File: src/design/websocket_client_frame_masker_assert.svh
// ----------------------------------------------------------------------------
// websocket client frame masker assertion macros
// clocked assertion helpers used by the top design file
// ----------------------------------------------------------------------------
`ifndef WEBSOCKET_CLIENT_FRAME_MASKER_ASSERT_SVH
`define WEBSOCKET_CLIENT_FRAME_MASKER_ASSERT_SVH

// property must hold at every clock edge outside reset
`define WSCFM_ASSERT(label, clk, rst, prop, msg) \
   label: assert property (@(posedge clk) disable iff (rst) (prop)) else $error(msg);

// condition must never be seen outside reset
`define WSCFM_NEVER(label, clk, rst, cond, msg) \
   label: assert property (@(posedge clk) disable iff (rst) !(cond)) else $error(msg);

`endif

File: src/design/wscfm_pkg.sv
// ----------------------------------------------------------------------------
// wscfm_pkg
// types, constants and helpers of the websocket client frame masker
// ----------------------------------------------------------------------------
package wscfm_pkg;

   localparam logic [7:0]  FRAME_FIN_TEXT = 8'h81;
   localparam logic [7:0]  LEN_EXT16      = 8'hFE;
   localparam logic [7:0]  MASK_BIT       = 8'h80;
   localparam logic [31:0] KEY_RESET      = 32'h1234_5678;
   localparam logic [15:0] SHORT_LEN_MAX  = 16'd125;
   localparam int          MAX_RESULTS    = 9;
   localparam int          SEQ_W          = $clog2(MAX_RESULTS);

   typedef struct packed {
      logic [7:0]  data_byte;
      logic        start_of_frame;
      logic [15:0] frame_length;
   } req_type;

   typedef struct packed {
      logic [7:0] out_byte;
      logic       run_last;
      logic       frame_done;
      logic       stray_error;
   } rsp_type;

   typedef struct packed {
      logic [15:0] bytes_left;
      logic [1:0]  mask_index;
      logic        in_frame;
   } frame_state_type;

   function automatic logic [7:0] key_byte(input logic [31:0] key, input logic [1:0] idx);
      logic [7:0] b;
      case (idx)
         2'd0:    b = key[31:24];
         2'd1:    b = key[23:16];
         2'd2:    b = key[15:8];
         default: b = key[7:0];
      endcase
      return b;
   endfunction

endpackage

File: src/design/websocket_client_frame_masker.sv
// a taken request is held in the item register; results leave via the result register
// throughput: one result per cycle through the single result register, while not stalled by rsp_ready
// a payload request gives one result, a start request 6 to 9 results (header, first byte)
// reset: synchronous, active high; frame closed, counters zero, key 0x12345678
// ----------------------------------------------------------------------------
// websocket_client_frame_masker
// frames payload bytes into masked websocket client text frames
// ----------------------------------------------------------------------------
`include "websocket_client_frame_masker_assert.svh"

module websocket_client_frame_masker (
   input  logic                 clock,
   input  logic                 reset,
   input  logic                 req_valid,
   output logic                 req_ready,
   input  wscfm_pkg::req_type   req_data,
   output logic                 rsp_valid,
   input  logic                 rsp_ready,
   output wscfm_pkg::rsp_type   rsp_data,
   input  logic                 csr_valid,
   output logic                 csr_ready,
   input  logic [31:0]          csr_data
);

   localparam logic [wscfm_pkg::SEQ_W-1:0] SEQ_ONE = wscfm_pkg::SEQ_W'(1);
   localparam logic [wscfm_pkg::SEQ_W-1:0] SEQ_TOP =
      wscfm_pkg::SEQ_W'(wscfm_pkg::MAX_RESULTS - 1);

   logic                              item_valid_ff;
   logic                              item_valid_in;
   wscfm_pkg::req_type                item_ff;
   logic [wscfm_pkg::SEQ_W-1:0]       seq_ff;
   logic [wscfm_pkg::SEQ_W-1:0]       seq_in;
   wscfm_pkg::frame_state_type        state_ff;
   wscfm_pkg::frame_state_type        state_in;
   wscfm_pkg::frame_state_type        state_next;
   logic [31:0]                       mask_key_ff;
   logic                              rsp_valid_ff;
   logic                              rsp_valid_in;
   wscfm_pkg::rsp_type                rsp_ff;
   wscfm_pkg::rsp_type                result;
   logic                              produce;
   logic                              req_take;

   wscfm_format u_format (
      .item       (item_ff),
      .seq        (seq_ff),
      .state      (state_ff),
      .key        (mask_key_ff),
      .result     (result),
      .state_next (state_next)
   );

   assign produce   = item_valid_ff && (!rsp_valid_ff || rsp_ready);
   assign req_ready = !item_valid_ff || (produce && result.run_last);
   assign req_take  = req_valid && req_ready;
   assign csr_ready = 1'b1;
   assign rsp_valid = rsp_valid_ff;
   assign rsp_data  = rsp_ff;

   always_comb begin
      item_valid_in = item_valid_ff;
      seq_in        = seq_ff;
      state_in      = state_ff;
      rsp_valid_in  = rsp_valid_ff && !rsp_ready;
      if (produce) begin
         rsp_valid_in = 1'b1;
         if (result.run_last) begin
            seq_in        = '0;
            state_in      = state_next;
            item_valid_in = 1'b0;
         end else begin
            seq_in = seq_ff + SEQ_ONE;
         end
      end
      if (req_take) begin
         item_valid_in = 1'b1;
      end
   end

   always_ff @(posedge clock) begin
      if (reset) begin
         item_valid_ff <= 1'b0;
         seq_ff        <= '0;
         state_ff      <= '0;
         mask_key_ff   <= wscfm_pkg::KEY_RESET;
         rsp_valid_ff  <= 1'b0;
      end else begin
         item_valid_ff <= item_valid_in;
         seq_ff        <= seq_in;
         state_ff      <= state_in;
         rsp_valid_ff  <= rsp_valid_in;
         if (csr_valid && csr_ready) begin
            mask_key_ff <= csr_data;
         end
      end
   end

   always_ff @(posedge clock) begin
      if (req_take) begin
         item_ff <= req_data;
      end
      if (produce) begin
         rsp_ff <= result;
      end
   end

   `WSCFM_NEVER(a_seq_range, clock, reset, seq_ff > SEQ_TOP, "result position out of range")
   `WSCFM_ASSERT(a_take_on_last, clock, reset,
                 (req_take && item_valid_ff) |-> (produce && result.run_last),
                 "request taken while results pending")
   `WSCFM_ASSERT(a_open_has_bytes, clock, reset,
                 state_ff.in_frame |-> (state_ff.bytes_left != 16'd0),
                 "open frame with no bytes left")
   `WSCFM_ASSERT(a_stray_single, clock, reset,
                 (rsp_valid_ff && rsp_ff.stray_error) |-> (rsp_ff.run_last && !rsp_ff.frame_done),
                 "stray result not single")

endmodule

File: src/design/wscfm_format.sv
// ----------------------------------------------------------------------------
// wscfm_format
// picks the result byte for one position of the held request and the frame
// state that follows once its last result is out
// ----------------------------------------------------------------------------
module wscfm_format (
   input  wscfm_pkg::req_type                item,
   input  logic [wscfm_pkg::SEQ_W-1:0]       seq,
   input  wscfm_pkg::frame_state_type        state,
   input  logic [31:0]                       key,
   output wscfm_pkg::rsp_type                result,
   output wscfm_pkg::frame_state_type        state_next
);

   localparam logic [wscfm_pkg::SEQ_W-1:0] SEQ_W_ONE   = wscfm_pkg::SEQ_W'(1);
   localparam logic [wscfm_pkg::SEQ_W-1:0] SEQ_W_SIX   = wscfm_pkg::SEQ_W'(6);
   localparam logic [wscfm_pkg::SEQ_W-1:0] SEQ_W_EIGHT = wscfm_pkg::SEQ_W'(8);

   logic                          sof;
   logic                          long_len;
   logic                          zero_len;
   logic [wscfm_pkg::SEQ_W-1:0]   num_results;
   logic                          last;
   logic [1:0]                    pay_index;
   logic [15:0]                   pay_left;
   logic [15:0]                   pay_left_next;
   logic [7:0]                    masked;
   logic                          pay_done;
   logic [7:0]                    hdr_byte;
   logic [7:0]                    kb0;
   logic [7:0]                    kb1;
   logic [7:0]                    kb2;
   logic [7:0]                    kb3;

   assign sof      = item.start_of_frame;
   assign long_len = item.frame_length > wscfm_pkg::SHORT_LEN_MAX;
   assign zero_len = item.frame_length == 16'd0;

   assign kb0 = wscfm_pkg::key_byte(key, 2'd0);
   assign kb1 = wscfm_pkg::key_byte(key, 2'd1);
   assign kb2 = wscfm_pkg::key_byte(key, 2'd2);
   assign kb3 = wscfm_pkg::key_byte(key, 2'd3);

   assign pay_index     = sof ? 2'd0 : state.mask_index;
   assign pay_left      = sof ? item.frame_length : state.bytes_left;
   assign pay_left_next = pay_left - 16'd1;
   assign pay_done      = pay_left_next == 16'd0;
   assign masked        = item.data_byte ^ wscfm_pkg::key_byte(key, pay_index);

   always_comb begin
      if (!sof) begin
         num_results = SEQ_W_ONE;
      end else begin
         num_results = (long_len ? SEQ_W_EIGHT : SEQ_W_SIX)
                       + {{(wscfm_pkg::SEQ_W-1){1'b0}}, !zero_len};
      end
   end

   assign last = seq == (num_results - SEQ_W_ONE);

   always_comb begin
      case (seq)
         4'd0:    hdr_byte = wscfm_pkg::FRAME_FIN_TEXT;
         4'd1:    hdr_byte = long_len ? wscfm_pkg::LEN_EXT16
                                      : (item.frame_length[7:0] | wscfm_pkg::MASK_BIT);
         4'd2:    hdr_byte = long_len ? item.frame_length[15:8] : kb0;
         4'd3:    hdr_byte = long_len ? item.frame_length[7:0] : kb1;
         4'd4:    hdr_byte = long_len ? kb0 : kb2;
         4'd5:    hdr_byte = long_len ? kb1 : kb3;
         4'd6:    hdr_byte = long_len ? kb2 : masked;
         4'd7:    hdr_byte = kb3;
         4'd8:    hdr_byte = masked;
         default: hdr_byte = 8'h00;
      endcase
   end

   always_comb begin
      result.run_last = last;
      if (sof) begin
         result.out_byte    = hdr_byte;
         result.frame_done  = last && (zero_len || pay_done);
         result.stray_error = 1'b0;
      end else if (state.in_frame) begin
         result.out_byte    = masked;
         result.frame_done  = pay_done;
         result.stray_error = 1'b0;
      end else begin
         result.out_byte    = 8'h00;
         result.frame_done  = 1'b0;
         result.stray_error = 1'b1;
      end
   end

   always_comb begin
      if (sof && zero_len) begin
         state_next.bytes_left = 16'd0;
         state_next.mask_index = 2'd0;
         state_next.in_frame   = 1'b0;
      end else if (sof || state.in_frame) begin
         state_next.bytes_left = pay_left_next;
         state_next.mask_index = pay_index + 2'd1;
         state_next.in_frame   = !pay_done;
      end else begin
         state_next = state;
      end
   end

endmodule
File: config.mk
export PLATFORM = sky130hd
export DESIGN_NAME = websocket_client_frame_masker
export DESIGN_NICKNAME = d
export VERILOG_FILES = /design/src/design/wscfm_pkg.sv /design/src/design/websocket_client_frame_masker.sv /design/src/design/wscfm_format.sv
export VERILOG_INCLUDE_DIRS = /design/src /design/src/design
export SDC_FILE = /design/constraint.sdc
export NUM_CORES = 1
export LEC_CHECK = 0
export BUFFER_PORTS_ARGS = -buffer_cell sky130_fd_sc_hd__clkbuf_2
export CORE_MARGIN = 2
export CORE_UTILIZATION = 48
export DETAILED_ROUTE_END_ITERATION = 7
export MAX_ROUTING_LAYER = met4
export PLACE_DENSITY = 0.8
export SETUP_SLACK_MARGIN = 0.5
export SLEW_MARGIN = 20
export SYNTH_ARGS = -nofsm -noshare
export SYNTH_HDL_FRONTEND = slang
export SYNTH_SLANG_ARGS = --single-unit
File: constraint.sdc
create_clock -name clock -period 6.1 [get_ports clock]
set_input_delay 0.915 -clock clock [delete_from_list [all_inputs] [get_ports clock]]
set_output_delay 0.915 -clock clock [all_outputs]
set_load 0.005 [all_outputs]
; Yosys cells after proc, flatten, opt, wreduce, memory -nomap -nowiden
; Cells that the tools add are included.
[totals]
word_cells = 79
mem_bits_rw = 0
inputBits = 62
memories = 0
output_inout_bits = 14
latchBits = 0
rom_bits = 0
ff_bits = 93
[classes]
shift = 0
n_eq_ne = 11
reduce_logical = 24
addsub = 5
n_div = 0
n_bitwise = 1
mul = 0
mux = 23
magnitude_cmp = 1
[op_table]
columns = cell, count
row1 = $pmux W8 S9, 1
row2 = $mux W8, 7
row3 = $mux W19, 2
row4 = $logic_not A16 Y1, 2
row5 = $pmux W8 S3, 1
row6 = $eq A4 B3 Y1 const B, 4
row7 = $gt A16 B7 Y1 const B, 1
row8 = $mux W16, 1
row9 = $sub A16 B1 Y16 const B, 1
row10 = $mux W4, 3
row11 = $eq A4 B2 Y1 const B, 2
row12 = $xor A8 B8 Y8, 1
row13 = $mux W7, 1
row14 = $logic_and A1 B1 Y1, 6
row15 = $mux W2, 3
row16 = $reduce_bool A2 Y1, 3
row17 = $logic_not A1 Y1, 5
row18 = $add A4 B1 Y4, 1
row19 = $add A4 B1 Y4 const B, 1
row20 = $eq A4 B1 Y1 const B, 1
row21 = $eq A4 B4 Y1, 1
row22 = $eq A4 B4 Y1 const B, 1
row23 = $logic_not A4 Y1, 1
row24 = $logic_or A1 B1 Y1, 4
row25 = other kinds (8), 11

; Logic depth before layout (Yosys ltp)
; Gate-level depths: netlist of run 1.
[logic_depth]
word_depth = 11
mapped_depth = 17
mapped_depth_nobuf = 12

; Cells and area by module
; A second synthesis of run 1 with hierarchy kept.
[unflattened]
hier_cells = 609
hier_area_um2 = 5522.8
[by_module_without_submodules]
columns = module, cells_each, area_each_um2, n_inst, seq_area_each_um2
row1 = websocket_client_frame_masker, 266, 3314.4, 1, 2222.1
row2 = wscfm_format, 343, 2208.4, 1, 0.0

; Least setup slack after synthesis of run 1
; No wires, ideal clock.
[synth_timing]
path_kind = reg-to-reg
start = reg item_ff[16] (netlist bit)
end = reg rsp_ff (netlist bit rsp_data[1]), data pin
path_stages_with_launch = 16
n_path_buf = 5
setup_time_ns = 0.152
setup_slack_ns = 1.601
t_arrival_ns = 4.346
path_cell_list = edfxtp_1 buf_2 buf_1 clkbuf_1 clkbuf_1 buf_1 mux2i_1 ha_1 nor4b_1 a31oi_1 or4_1 xnor2_1 and4b_1 nand4_1 a21o_1 o21ai_0
[synth_lines]
columns = element, line_no
row1 = start: declaration, websocket_client_frame_masker.sv:31  ; wscfm_pkg::req_type item_ff;
row2 = start signal: assignment, websocket_client_frame_masker.sv:101  ; item_ff <= req_data;
row3 = end signal: assignment, websocket_client_frame_masker.sv:104  ; rsp_ff <= result;
row4 = end: declaration, websocket_client_frame_masker.sv:40  ; wscfm_pkg::rsp_type rsp_ff;

; Worst setup path in the final report of run 1
[layout_timing]
start = reg item_ff[9] (netlist bit)
end = out req_ready
[layout_between]
elab_chain_len = 8
word_cells_on_any_way = 10
[layout_rtl]
columns = element, line_no
row1 = $gt A16 B7 Y1 / $logic_not A16 Y1 (equally long branches), "wscfm_format.sv:36, wscfm_format.sv:37"
row2 = $mux W4 / $logic_not A1 Y1 (equally long branches), "wscfm_format.sv:54, wscfm_format.sv:55"
row3 = $add A4 B1 Y4 *, wscfm_format.sv:55  ; + {{(wscfm_pkg::SEQ_W-1){1'b0}}, !zero_len};
row4 = $mux W4 *, wscfm_format.sv:51  ; if (!sof) begin
row5 = $sub A4 B1 Y4 *, wscfm_format.sv:59  ; assign last = seq == (num_results - SEQ_W_ONE);
row6 = $eq A4 B4 Y1 *, wscfm_format.sv:59
row7 = $logic_and A1 B1 Y1 *, websocket_client_frame_masker.sv:55  ; assign req_ready = !item_valid_ff || (produce && result.run_last);
row8 = $logic_or A1 B1 Y1 *, websocket_client_frame_masker.sv:55
row9 = end: declaration, websocket_client_frame_masker.sv:15  ; output logic req_ready,
; Every way passes the cells marked *; elsewhere a longest branch is shown, timed or not.

==> results of run 1 <==
## power by group through the flow
stage               Sequential, mW  Clock, mW  Combinational (mW)
detailed placement           0.739          0               0.233
floorplan                    0.723          0               0.165
global placement             0.738          0               0.230
CTS                          0.726      0.559               0.234
global route                 0.731      0.586               0.261
finish                       0.728      0.557               0.238
## critical path, stage by stage, from the launching register on
cell and delay (ps):
edfxtp_1 500, nor4_1 660, nand3b_1 420, nor2_1 280, and2_1 430, ha_1 240
xor2_1 420, nor2_1 130, a211oi_2 280, or2_1 320, nand2_1 110, clkbuf_2 130
## logic make-up (layout without fill, tap and decap cells)
family / Yosys count / in the layout
compound gates: 162 / 162
xor+xnor: 28 / 28
fa+ha+maj: 12 / 12
buf+inv: 53 / 104
flops: 93 / 93
mux: 39 / 39
other cells: 1 / 1
simple gates: 201 / 201
## metal layers
layer / routed length, um / track usage, % / share of wire [%]
met2: 7110 / 40.8 / 46
met3: 1430 / 4.23 / 9.2
met4: 369 / 10.2 / 2.4
met1: 6700 / 37.9 / 43
met5: 0 / - / 0
## area by class of cell
type	count	share of cell area [%]
clock buffer	13	4.45
multi-input combinational	443	48.6
sequential	93	36.4
tap	140	2.87
inverter	9	0.553
timing repair buffer	79	6.68
clock inverter	3	0.410
## sequential cells by signal, indices dropped and copies added, names as in the netlist
register,cells
item_ff,25
item_valid_ff,1
mask_key_ff,32
rsp_data,11
rsp_valid,1
seq_ff,4
state_ff,19
## stage by stage
step	instances	cell area, um2	total power, mW
final	780	6110	1.52
after global routing	780	6110	1.58
after detailed placement	764	5810	0.972
after CTS	780	6110	1.52
after floorplan	589	5420	0.888
after global placement	764	5810	0.968
## Yosys cell counts (8+ instances only)
library cell  count  area, um2
a211o_1          13        114
a21oi_1          41        205
a222oi_1          8       80.1
a22oi_1          19        143
a31oi_1          12       75.1
and2_1           10       62.6
clkbuf_1         30        113
dfxtp_1          57       1140
edfxtp_1         36       1080
ha_1             12        150
inv_1             9       33.8
mux2i_1          34        340
nand2_1          45        169
nand2b_1          8       50.1
nand3_1          11       55.1
nor2_1           56        210
nor2b_1          19        119
nor3_1           13       65.1
nor4_1            8       50.1
o21ai_0          19       95.1
o22ai_1          11       68.8
xnor2_1          17        149
xor2_1           11       96.3
## path summary, 6_finish.rpt
path | cells past startpoint | startpoint | end
setup / recovery | 11 | item_ff[9] | req_ready
hold / removal | 2 | state_ff[18] | state_ff[18]
setup reg to reg | 12 | item_ff[9] | state_ff[6]
hold reg to reg | 2 | state_ff[18] | state_ff[18]
## layout by cell type (no fill, tap or decap), types with 5 or more instances in the layout
master / synthesis / layout
a211o_1: 13 / 13
a21oi_1: 41 / 41
a222oi_1: 8 / 8
a22o_1: 5 / 5
a22oi_1: 19 / 19
a31oi_1: 12 / 12
and2_1: 10 / 10
buf_4: 2 / 5
clkbuf_16: 0 / 10
clkbuf_2: 0 / 74
dfxtp_1: 57 / 57
edfxtp_1: 36 / 36
ha_1: 12 / 12
inv_1: 9 / 9
mux2_2: 5 / 5
mux2i_1: 34 / 34
nand2_1: 45 / 45
nand2b_1: 8 / 8
nand3_1: 11 / 11
nor2_1: 56 / 56
nor2b_1: 19 / 19
nor3_1: 13 / 13
nor4_1: 8 / 8
o21ai_0: 19 / 19
o22ai_1: 11 / 11
xnor2_1: 17 / 17
xor2_1: 11 / 11
==> summary.txt, run 1 <==
STA
  – Setup TNS: 0 ps
  – Setup slack after layout: roughly 900 ps
  – Clock skew: 6.43 ps
  – Final hold viol count: 0
  – Unrepaired setup endpoints after global routing: false
  – Tmin final: a little over 5000 ps
  – Hold_ws: 469 ps
  – Slew margin rel.: 28.3%
  – Final setup vio count: 0
  – Fmax: 0.193 GHz
  – Final Cycle Share: a little under nine tenths
  – Slew Limit Fails: 0
  – Worst-Margin Slew: between 1000 and 1500 ps

CTS
  – PostCTS Resize Cnt: 0
  – Clk sinks: 93
  – Clk buf depth: 2
  – H-tree levels: 3
  – CTS Hold Bufs: 0
  – CTS tree: built
  – Number of buffers created by CTS: 9
  – Worst-skew pair later-pin latency: between 300 and 400 ps
  – Worst-path clk slew: approximately 60 ps
  – Post-CTS Setup Bufs: 0
  – Clock root cell: clkbuf_16

Global route
  – Largest net degree at the start of global routing: slightly below 60
  – First-pass GRT wire length: 24.3 mm
  – Vias in the first global route: roughly 4,600
  – GRT Residual Overflow: 0
  – Total global-route track usage: between 20 and 30%
  – Initial antenna violation count: 0

Run
  – Maxcap violations: 0

Critical path
  – Crit path DAT: approximately 4300 ps
  – CP Launch Type: register
  – FF-to-FF setup slack: between 1000 and 1500 ps
  – Crit path max fanout: 8
  – Req. time, crit path: roughly 5200 ps
  – WS Path Type: register to output port
  – CP Capture Type: output port

Worst hold path
  – Hold Crit Class: register to register

Power
  – Clock power frac: 36.6%
  – Logic pwr share: between 10% and 20%
  – Sw frac: about 28%
  – Pwr per Cell Area: roughly 250 nW/um2
  – Register share of total power: roughly 48%
  – Peak supply drop: 0.000173 V
  – Leakage: 2.33 nW
  – Switch Pwr: roughly 0.42 mW
  – Internal: roughly 1.1 mW

Drt
  – Final wirelength: 15.6 mm
  – Via density per instance: about 6.3
  – Routed WL per cell: about 20 um
  – DRT Pass-1 Iters: 8
  – DRT iter0 DRCs: 658
  – ANT nets after route: 0
  – DR vias: around 4,900
  – Post-detailed-route DRC marker count: 0

Cells and area
  – Reg area: between 2000 and 2500 um2
  – Nets: about 700
  – Share of cells above drive strength 1: around 17%
  – Multi-input gate area: 2970 um2
  – Area delta synth->final: 12.6%
  – Antenna cells: 0
  – Final core occ: between 50% and 60%
  – # fillers: just over 1,000

Synth
  – Synth Warn #: 0
  – Syn_nets: ~660
  – Number of synthesized flops with an enable pin: 36
  – Cell Area, Synth: 5420 um2
  – Post-Synth XOR/XNOR Area: under 10%
  – Asr flop ratio synth: 0%
  – Complex-gate fraction of the synthesized area: between 20% and 30%
  – Mux cell area share after synthesis: 7.32%
  – Largest family of logic cells by synthesized area: compound AO/OA/AOI/OAI gates
  – Yosys reg bits: 93
  – Area share of fa/ha/maj cells after synthesis: ~2.8%
  – Synth Instances: around 600
  – Mapped Avg Cell Area: around 9.2 um2
  – Yosys cell types: 63
  – Seq/Total Area, Yosys: between 40 and 50%
  – Simple-Gate Fraction of Synth Area: a little under a fifth
  – Top_reg_cell synth: dfxtp_1

Floorplan
  – Die Footprint: approximately 12,000 um2
  – Top Ports: 76
  – Die Y: between 100 and 150 um
  – Chip width: roughly 110 um
  – CORE AREA: roughly 11,000 um2
  – Cell row count: 38
  – Starting Density: about half

Place
  – DP HPWL: ~11 mm
  – GP Congestion: about 0.96
  – Dpl ws: around 1300 ps
  – I/O Buffers: 74

Run status
  – Status: complete, no violations
(Power assumes the default switching activity.)
==> run 2, diff against run 1 <==
- GPL_TIMING_DRIVEN: not set -> 0
==> summary.txt, run 2 (synthesized netlist as in run 1, its figures left out) <==
Run status
  – Status: complete, no violations

Cells and area
  – Most flop-heavy register: mask_key_ff
  – Area delta synth->final: 16.0%
  – Leading registers by flop count: mask_key_ff: 32 flops, item_ff: 25 flops, state_ff: 19 flops
  – Most frequent cells in the layout: clkbuf_2 (77), dfxtp_1 (57), nor2_1 (55)
  – Commonest non-fill, non-tap cell in the layout: clkbuf_2
  – Share of cells above drive strength 1: 18.1% (+1.1 points)
  – Reg area: 2220 um2 (unchanged)
  – Multi-input gate area: 2990 um2 (+0.55%)
  – Nets: 748 (+5.5%)
  – Max reg flops: 32 (unchanged)
  – Non-Filler Instances: 819 (+5.0%)
  – Antenna cells: 0 (unchanged)
  – # fillers: 991 (-2.1%)

Global route
  – GRT Residual Overflow: 0 (unchanged)
  – Largest net degree at the start of global routing: 26 (-55%)
  – Total global-route track usage: 28.9% (+1.4 points)
  – Vias in the first global route: 4,660 (+2.2%)
  – First-pass GRT wire length: 25.3 mm (+4.1%)
  – Initial antenna violation count: 0 (unchanged)

Place
  – I/O Buffers: 74 (unchanged)
  – Inst Count DP: 803 (+5.1%)
  – DP HPWL: 12.2 mm (+6.9%)
  – GP Congestion: 1.02 (+7.1%)
  – Dpl ws: 84.2 ps (-1260 ps)

Floorplan
  – Die Y: 110 um (unchanged)
  – Cell row count: 38 (unchanged)
  – Chip width: 110 um (unchanged)
  – Starting Density: 49.6% (unchanged)
  – CORE AREA: 10,900 um2 (unchanged)
  – Top Ports: 76 (unchanged)
  – Die Footprint: 12,200 um2 (unchanged)

CTS
  – CTS Hold Bufs: 0 (unchanged)
  – Worst-skew pair later-pin latency: 350 ps (about the same)
  – Clk buf depth: 2 (unchanged)
  – H-tree levels: 3 (unchanged)
  – Post-CTS Setup Bufs: 0 (unchanged)
  – Number of buffers created by CTS: 9 (unchanged)
  – CTS tree: built
  – PostCTS Resize Cnt: 4 (+4)
  – Worst-path clk slew: 60 ps (about the same)
  – Clock root cell: clkbuf_16
  – Clk sinks: 93 (unchanged)

STA
  – Unrepaired setup endpoints after global routing: false
  – Final hold viol count: 0 (unchanged)
  – Setup TNS: 0 ps (unchanged)
  – Clock skew: 6.01 ps (-0.414 ps)
  – Worst-Margin Slew: 958 ps (-118 ps)
  – Fmax: 0.188 GHz (-2.5%)
  – Hold_ws: 456 ps (-13.7 ps)
  – Final Cycle Share: 87.2% (+2.2 points)
  – Slew margin rel.: 35.8% (+7.6 points)
  – Tmin final: 5320 ps (+134 ps)
  – Setup slack after layout: 779 ps (-134 ps)
  – Slew Limit Fails: 0 (unchanged)
  – Final setup vio count: 0 (unchanged)

Drt
  – Routed WL per cell: 20.1 um (+0.43%)
  – DRT iter0 DRCs: 625 (-5.0%)
  – Post-detailed-route DRC marker count: 0 (unchanged)
  – Final wirelength: 16.5 mm (+5.5%)
  – Via density per instance: 6.23 (-1.4%)
  – DRT Pass-1 Iters: 7 (-1)
  – DR vias: 5,105 (+3.5%)
  – ANT nets after route: 0 (unchanged)

Critical path
  – CP Launch Type: register
  – Req. time, crit path: 5180 ps (about the same)
  – Crit path DAT: 4410 ps (+140 ps)
  – FF-to-FF path depth: 15 (+3)
  – CP Capture Type: output port
  – WS Path Type: register to output port
  – Crit path max fanout: 8 (unchanged)

Power
  – Sw frac: 28.1% (+0.43 points)
  – Power Total: 1.55 mW (+1.6%)
  – Pwr per Cell Area: 246 nW/um2 (-1.3%)
  – Internal: 1.11 mW (+1.0%)
  – Switch Pwr: 0.434 mW (+3.2%)
  – Register share of total power: 47.1% (-0.7 points)
  – Logic pwr share: 15.9% (+0.3 points)
  – Clock power frac: 37.0% (+0.4 points)
  – Peak supply drop: 0.000190 V (+9.9%)
  – Leakage: 2.41 nW (+3.4%)

Worst hold path
  – Hold depth: 2 (unchanged)
  – Hold Crit Class: register to register

Run
  – Maxcap violations: 0 (unchanged)
==> run 2: through the flow <==
stage / cell area (um2) / utilization (%)
floorplan: 5420 / -
detailed placement: 5970 / 54.6
global placement: 5970 / 54.6
finish: 6290 / 57.5
global route: 6290 / 57.5
CTS: 6270 / 57.4
==> run 2: final cells by class <==
| type | count | area share, % |
|---|---|---|
| clock inverters | 6 | 1.11 |
| well taps | 140 | 2.79 |
| multi-input cells | 443 | 47.5 |
| inverters | 9 | 0.537 |
| clock buffers | 10 | 3.64 |
| flip-flops and latches | 93 | 35.3 |
| plain buffers | 44 | 3.18 |
| repair buffers | 74 | 5.89 |
==> run 2: critical path, stage by stage (launching register included) <==
cell and delay, ps:
edfxtp_1 560, or4_4 610, or4_4 450, nor2_1 200, and2_1 150, clkbuf_1 470
ha_1 270, xor2_1 400, o2111a_1 270, a211oi_2 60, or2_1 230, buf_2 170
nand2_1 90, clkbuf_2 110
==> run 2: layer usage <==
| layer | wire [um] | track usage (%) | vias up |
|---|---|---|---|
| li1 | - | - | 2374 |
| met1 | 6950 | 40.0 | 2397 |
| met2 | 7430 | 42.5 | 306 |
| met3 | 1760 | 4.70 | 28 |
| met4 | 329 | 10.8 | 0 |
| met5 | 0 | - | - |
==> run 2: path summary, 6_finish.rpt <==
check / startpoint / slack (ps) / end
worst max-delay path: item_ff[5] / 780 / req_ready
worst min-delay path: state_ff[18] / 460 / state_ff[18]
worst min register to register: state_ff[18] / 460 / state_ff[18]
worst max register to register: item_ff[16] / 840 / rsp_data[1]
==> run 2: power by group through the flow <==
stage | Sequential (mW) | Clock, mW | Combinational (mW)
floorplan | 0.723 | 0 | 0.165
global placement | 0.738 | 0 | 0.234
detailed placement | 0.739 | 0 | 0.240
CTS | 0.725 | 0.583 | 0.242
global route | 0.730 | 0.606 | 0.269
finish | 0.728 | 0.572 | 0.247
==> run 3, diff against run 2 <==
- CORE_UTILIZATION: 48 -> 41
- PLACE_DENSITY: 0.8 -> 0.71
==> summary.txt, run 3 (synthesized netlist as in run 1, its figures left out) <==
Global route
  – Largest net degree at the start of global routing: 26 (unchanged)
  – First-pass GRT wire length: 27.2 mm (+7.3%)
  – Total global-route track usage: 25.4% (-3.4 points)
  – GRT Residual Overflow: 0 (unchanged)
  – Initial antenna violation count: 0 (unchanged)
  – Vias in the first global route: 4,827 (+3.6%)

Cells and area
  – Share of cells above drive strength 1: 18.3% (+0.15 points)
  – Max reg flops: 32 (unchanged)
  – Antenna cells: 0 (unchanged)
  – Nets: 748 (unchanged)
  – Leading registers by flop count: mask_key_ff: 32 flops, item_ff: 25 flops, state_ff: 19 flops
  – # fillers: 1,228 (+24%)
  – Most flop-heavy register: mask_key_ff
  – Most frequent cells in the layout: clkbuf_2 (79), dfxtp_1 (57), nor2_1 (55)
  – Commonest non-fill, non-tap cell in the layout: clkbuf_2
  – Area delta synth->final: 16.8%

Floorplan
  – Die Footprint: 14,200 um2 (+16%)
  – CORE AREA: 13,100 um2 (+20%)
  – Chip width: 119 um (+7.9%)
  – Cell row count: 42 (+11%)
  – Die Y: 119 um (+7.9%)
  – Top Ports: 76 (unchanged)
  – Starting Density: 41.4% (-8.1 points)

Worst hold path
  – Hold Crit Class: register to register

CTS
  – Worst-path clk slew: 70 ps (about the same)
  – CTS tree: built
  – Worst-skew pair later-pin latency: 350 ps (about the same)
  – Clock root cell: clkbuf_16
  – Number of buffers created by CTS: 9 (unchanged)
  – Clk buf depth: 2 (unchanged)
  – Post-CTS Setup Bufs: 0 (unchanged)
  – Clk sinks: 93 (unchanged)
  – H-tree levels: 3 (unchanged)

Critical path
  – WS Path Type: register to register
  – CP cell instances: buf_2 > buf_2 > clkbuf_2 > clkbuf_2 > clkbuf_2 > mux2i_1 > ha_1 > nor4b_2 > a31oi_1 > or4_1 > xnor2_1 > and4b_1 > nand4_1 > a21o_1 > o21ai_0
  – CP top delay family: buffers and inverters
  – CP Capture Type: register
  – FF-to-FF setup slack: 740 ps (-100 ps)
  – Req. time, crit path: 6290 ps (+1110 ps)
  – Crit path max fanout: 10 (+2)
  – Slowest cell on crit path: or4_1
  – Crit path buffers/inverters: 5 (+2)
  – Worst path max stage delay: 630 ps (+20 ps)
  – Worst path most repeated cell: clkbuf_2
  – Crit path DAT: 5550 ps (+1140 ps)
  – CP Launch Type: register

Drt
  – Post-detailed-route DRC marker count: 0 (unchanged)
  – Final wirelength: 17.1 mm (+4.1%)
  – Via density per instance: 5.94 (-4.8%)
  – ANT nets after route: 0 (unchanged)
  – Routed WL per cell: 20.1 um (-0.26%)
  – DR vias: 5,075 (-0.59%)
  – DRT Pass-1 Iters: 6 (-1)
  – DRT iter0 DRCs: 482 (-23%)

STA
  – Setup slack after layout: 739 ps (-39.3 ps)
  – Clock skew: 10.2 ps (+4.21 ps)
  – Final setup vio count: 0 (unchanged)
  – Worst-Margin Slew: 1010 ps (+49.5 ps)
  – Fmax: 0.187 GHz (-0.73%)
  – Tmin final: 5360 ps (+39.3 ps)
  – Final hold viol count: 0 (unchanged)
  – Slew Limit Fails: 0 (unchanged)
  – Slew margin rel.: 32.5% (-3.3 points)
  – Final Cycle Share: 87.9% (+0.64 points)
  – Unrepaired setup endpoints after global routing: true
  – Setup TNS: 0 ps (unchanged)

Run
  – Maxcap violations: 0 (unchanged)

Run status
  – Status: complete, no violations

Place
  – I/O Buffers: 74 (unchanged)
  – DP HPWL: 12.6 mm (+3.3%)
  – Dpl ws: 10.8 ps (-73.5 ps)
  – GP Congestion: 0.962 (-6.0%)

Power
  – Leakage: 2.41 nW (+0.18%)
  – Peak supply drop: 0.000147 V (-23%)
  – Pwr per Cell Area: 243 nW/um2 (-1.4%)
run 3: where the power goes:
group	switching [mW]	internal (mW)	total, mW
sequential	0.0424	0.685	0.728
combinational	0.142	0.105	0.247
clock	0.243	0.318	0.561
run 3: timing repair:
| item | in CTS | in global routing |
|---|---|---|
| hold buffers | 0 | 0 |
| endpoints found under the setup margin | 3 | 3 |
| resized for setup | 5 | 7 |
| pin swaps | 0 | 1 |
run 3: through the flow:
step | cells | hold WS [ps] | area [um2] | power [mW] | util (%)
after floorplan | 589 | 431 | 5420 | 0.888 | -
after global placement | 839 | 440 | 6010 | 0.975 | 45.9
after detailed placement | 839 | 444 | 6010 | 0.980 | 46.0
after CTS | 855 | 453 | 6320 | 1.54 | 48.3
after global routing | 855 | 477 | 6330 | 1.60 | 48.4
final | 855 | 454 | 6330 | 1.54 | 48.4
run 3: layout make-up:
| cell class | count | area, um2 | share of cell area (%) |
|---|---|---|---|
| multi-input combinational | 443 | 2990 | 47.2 |
| sequential | 93 | 2220 | 35.1 |
| timing repair buffer | 74 | 370 | 5.85 |
| clock buffer | 14 | 279 | 4.41 |
| tap | 176 | 220 | 3.48 |
| buffer | 44 | 203 | 3.20 |
| inverter | 9 | 33.8 | 0.533 |
| clock inverter | 2 | 12.5 | 0.198 |
run 3: layer usage:
metal / vias up / share of wire [%] / track usage, %
li1: 2375 / - / -
met1: 2408 / 45 / 35.8
met2: 266 / 44 / 36.5
met3: 26 / 9.7 / 5.36
met4: 0 / 1.9 / 8.33
met5: - / 0 / -
run 3: tightest hold or removal path, stage by stage (launching register included):
cell and delay, ps:
dfxtp_1 310, nand2_1 50, a21oi_1 50
run 3: worst paths after layout:
kind                              startpoint      endpoint  cells after the start
worst max-delay path             item_ff[16]   rsp_data[1]                     15
worst min-delay path            state_ff[18]  state_ff[18]                      2
worst max register to register   item_ff[16]   rsp_data[1]                     15
worst min register to register  state_ff[18]  state_ff[18]                      2
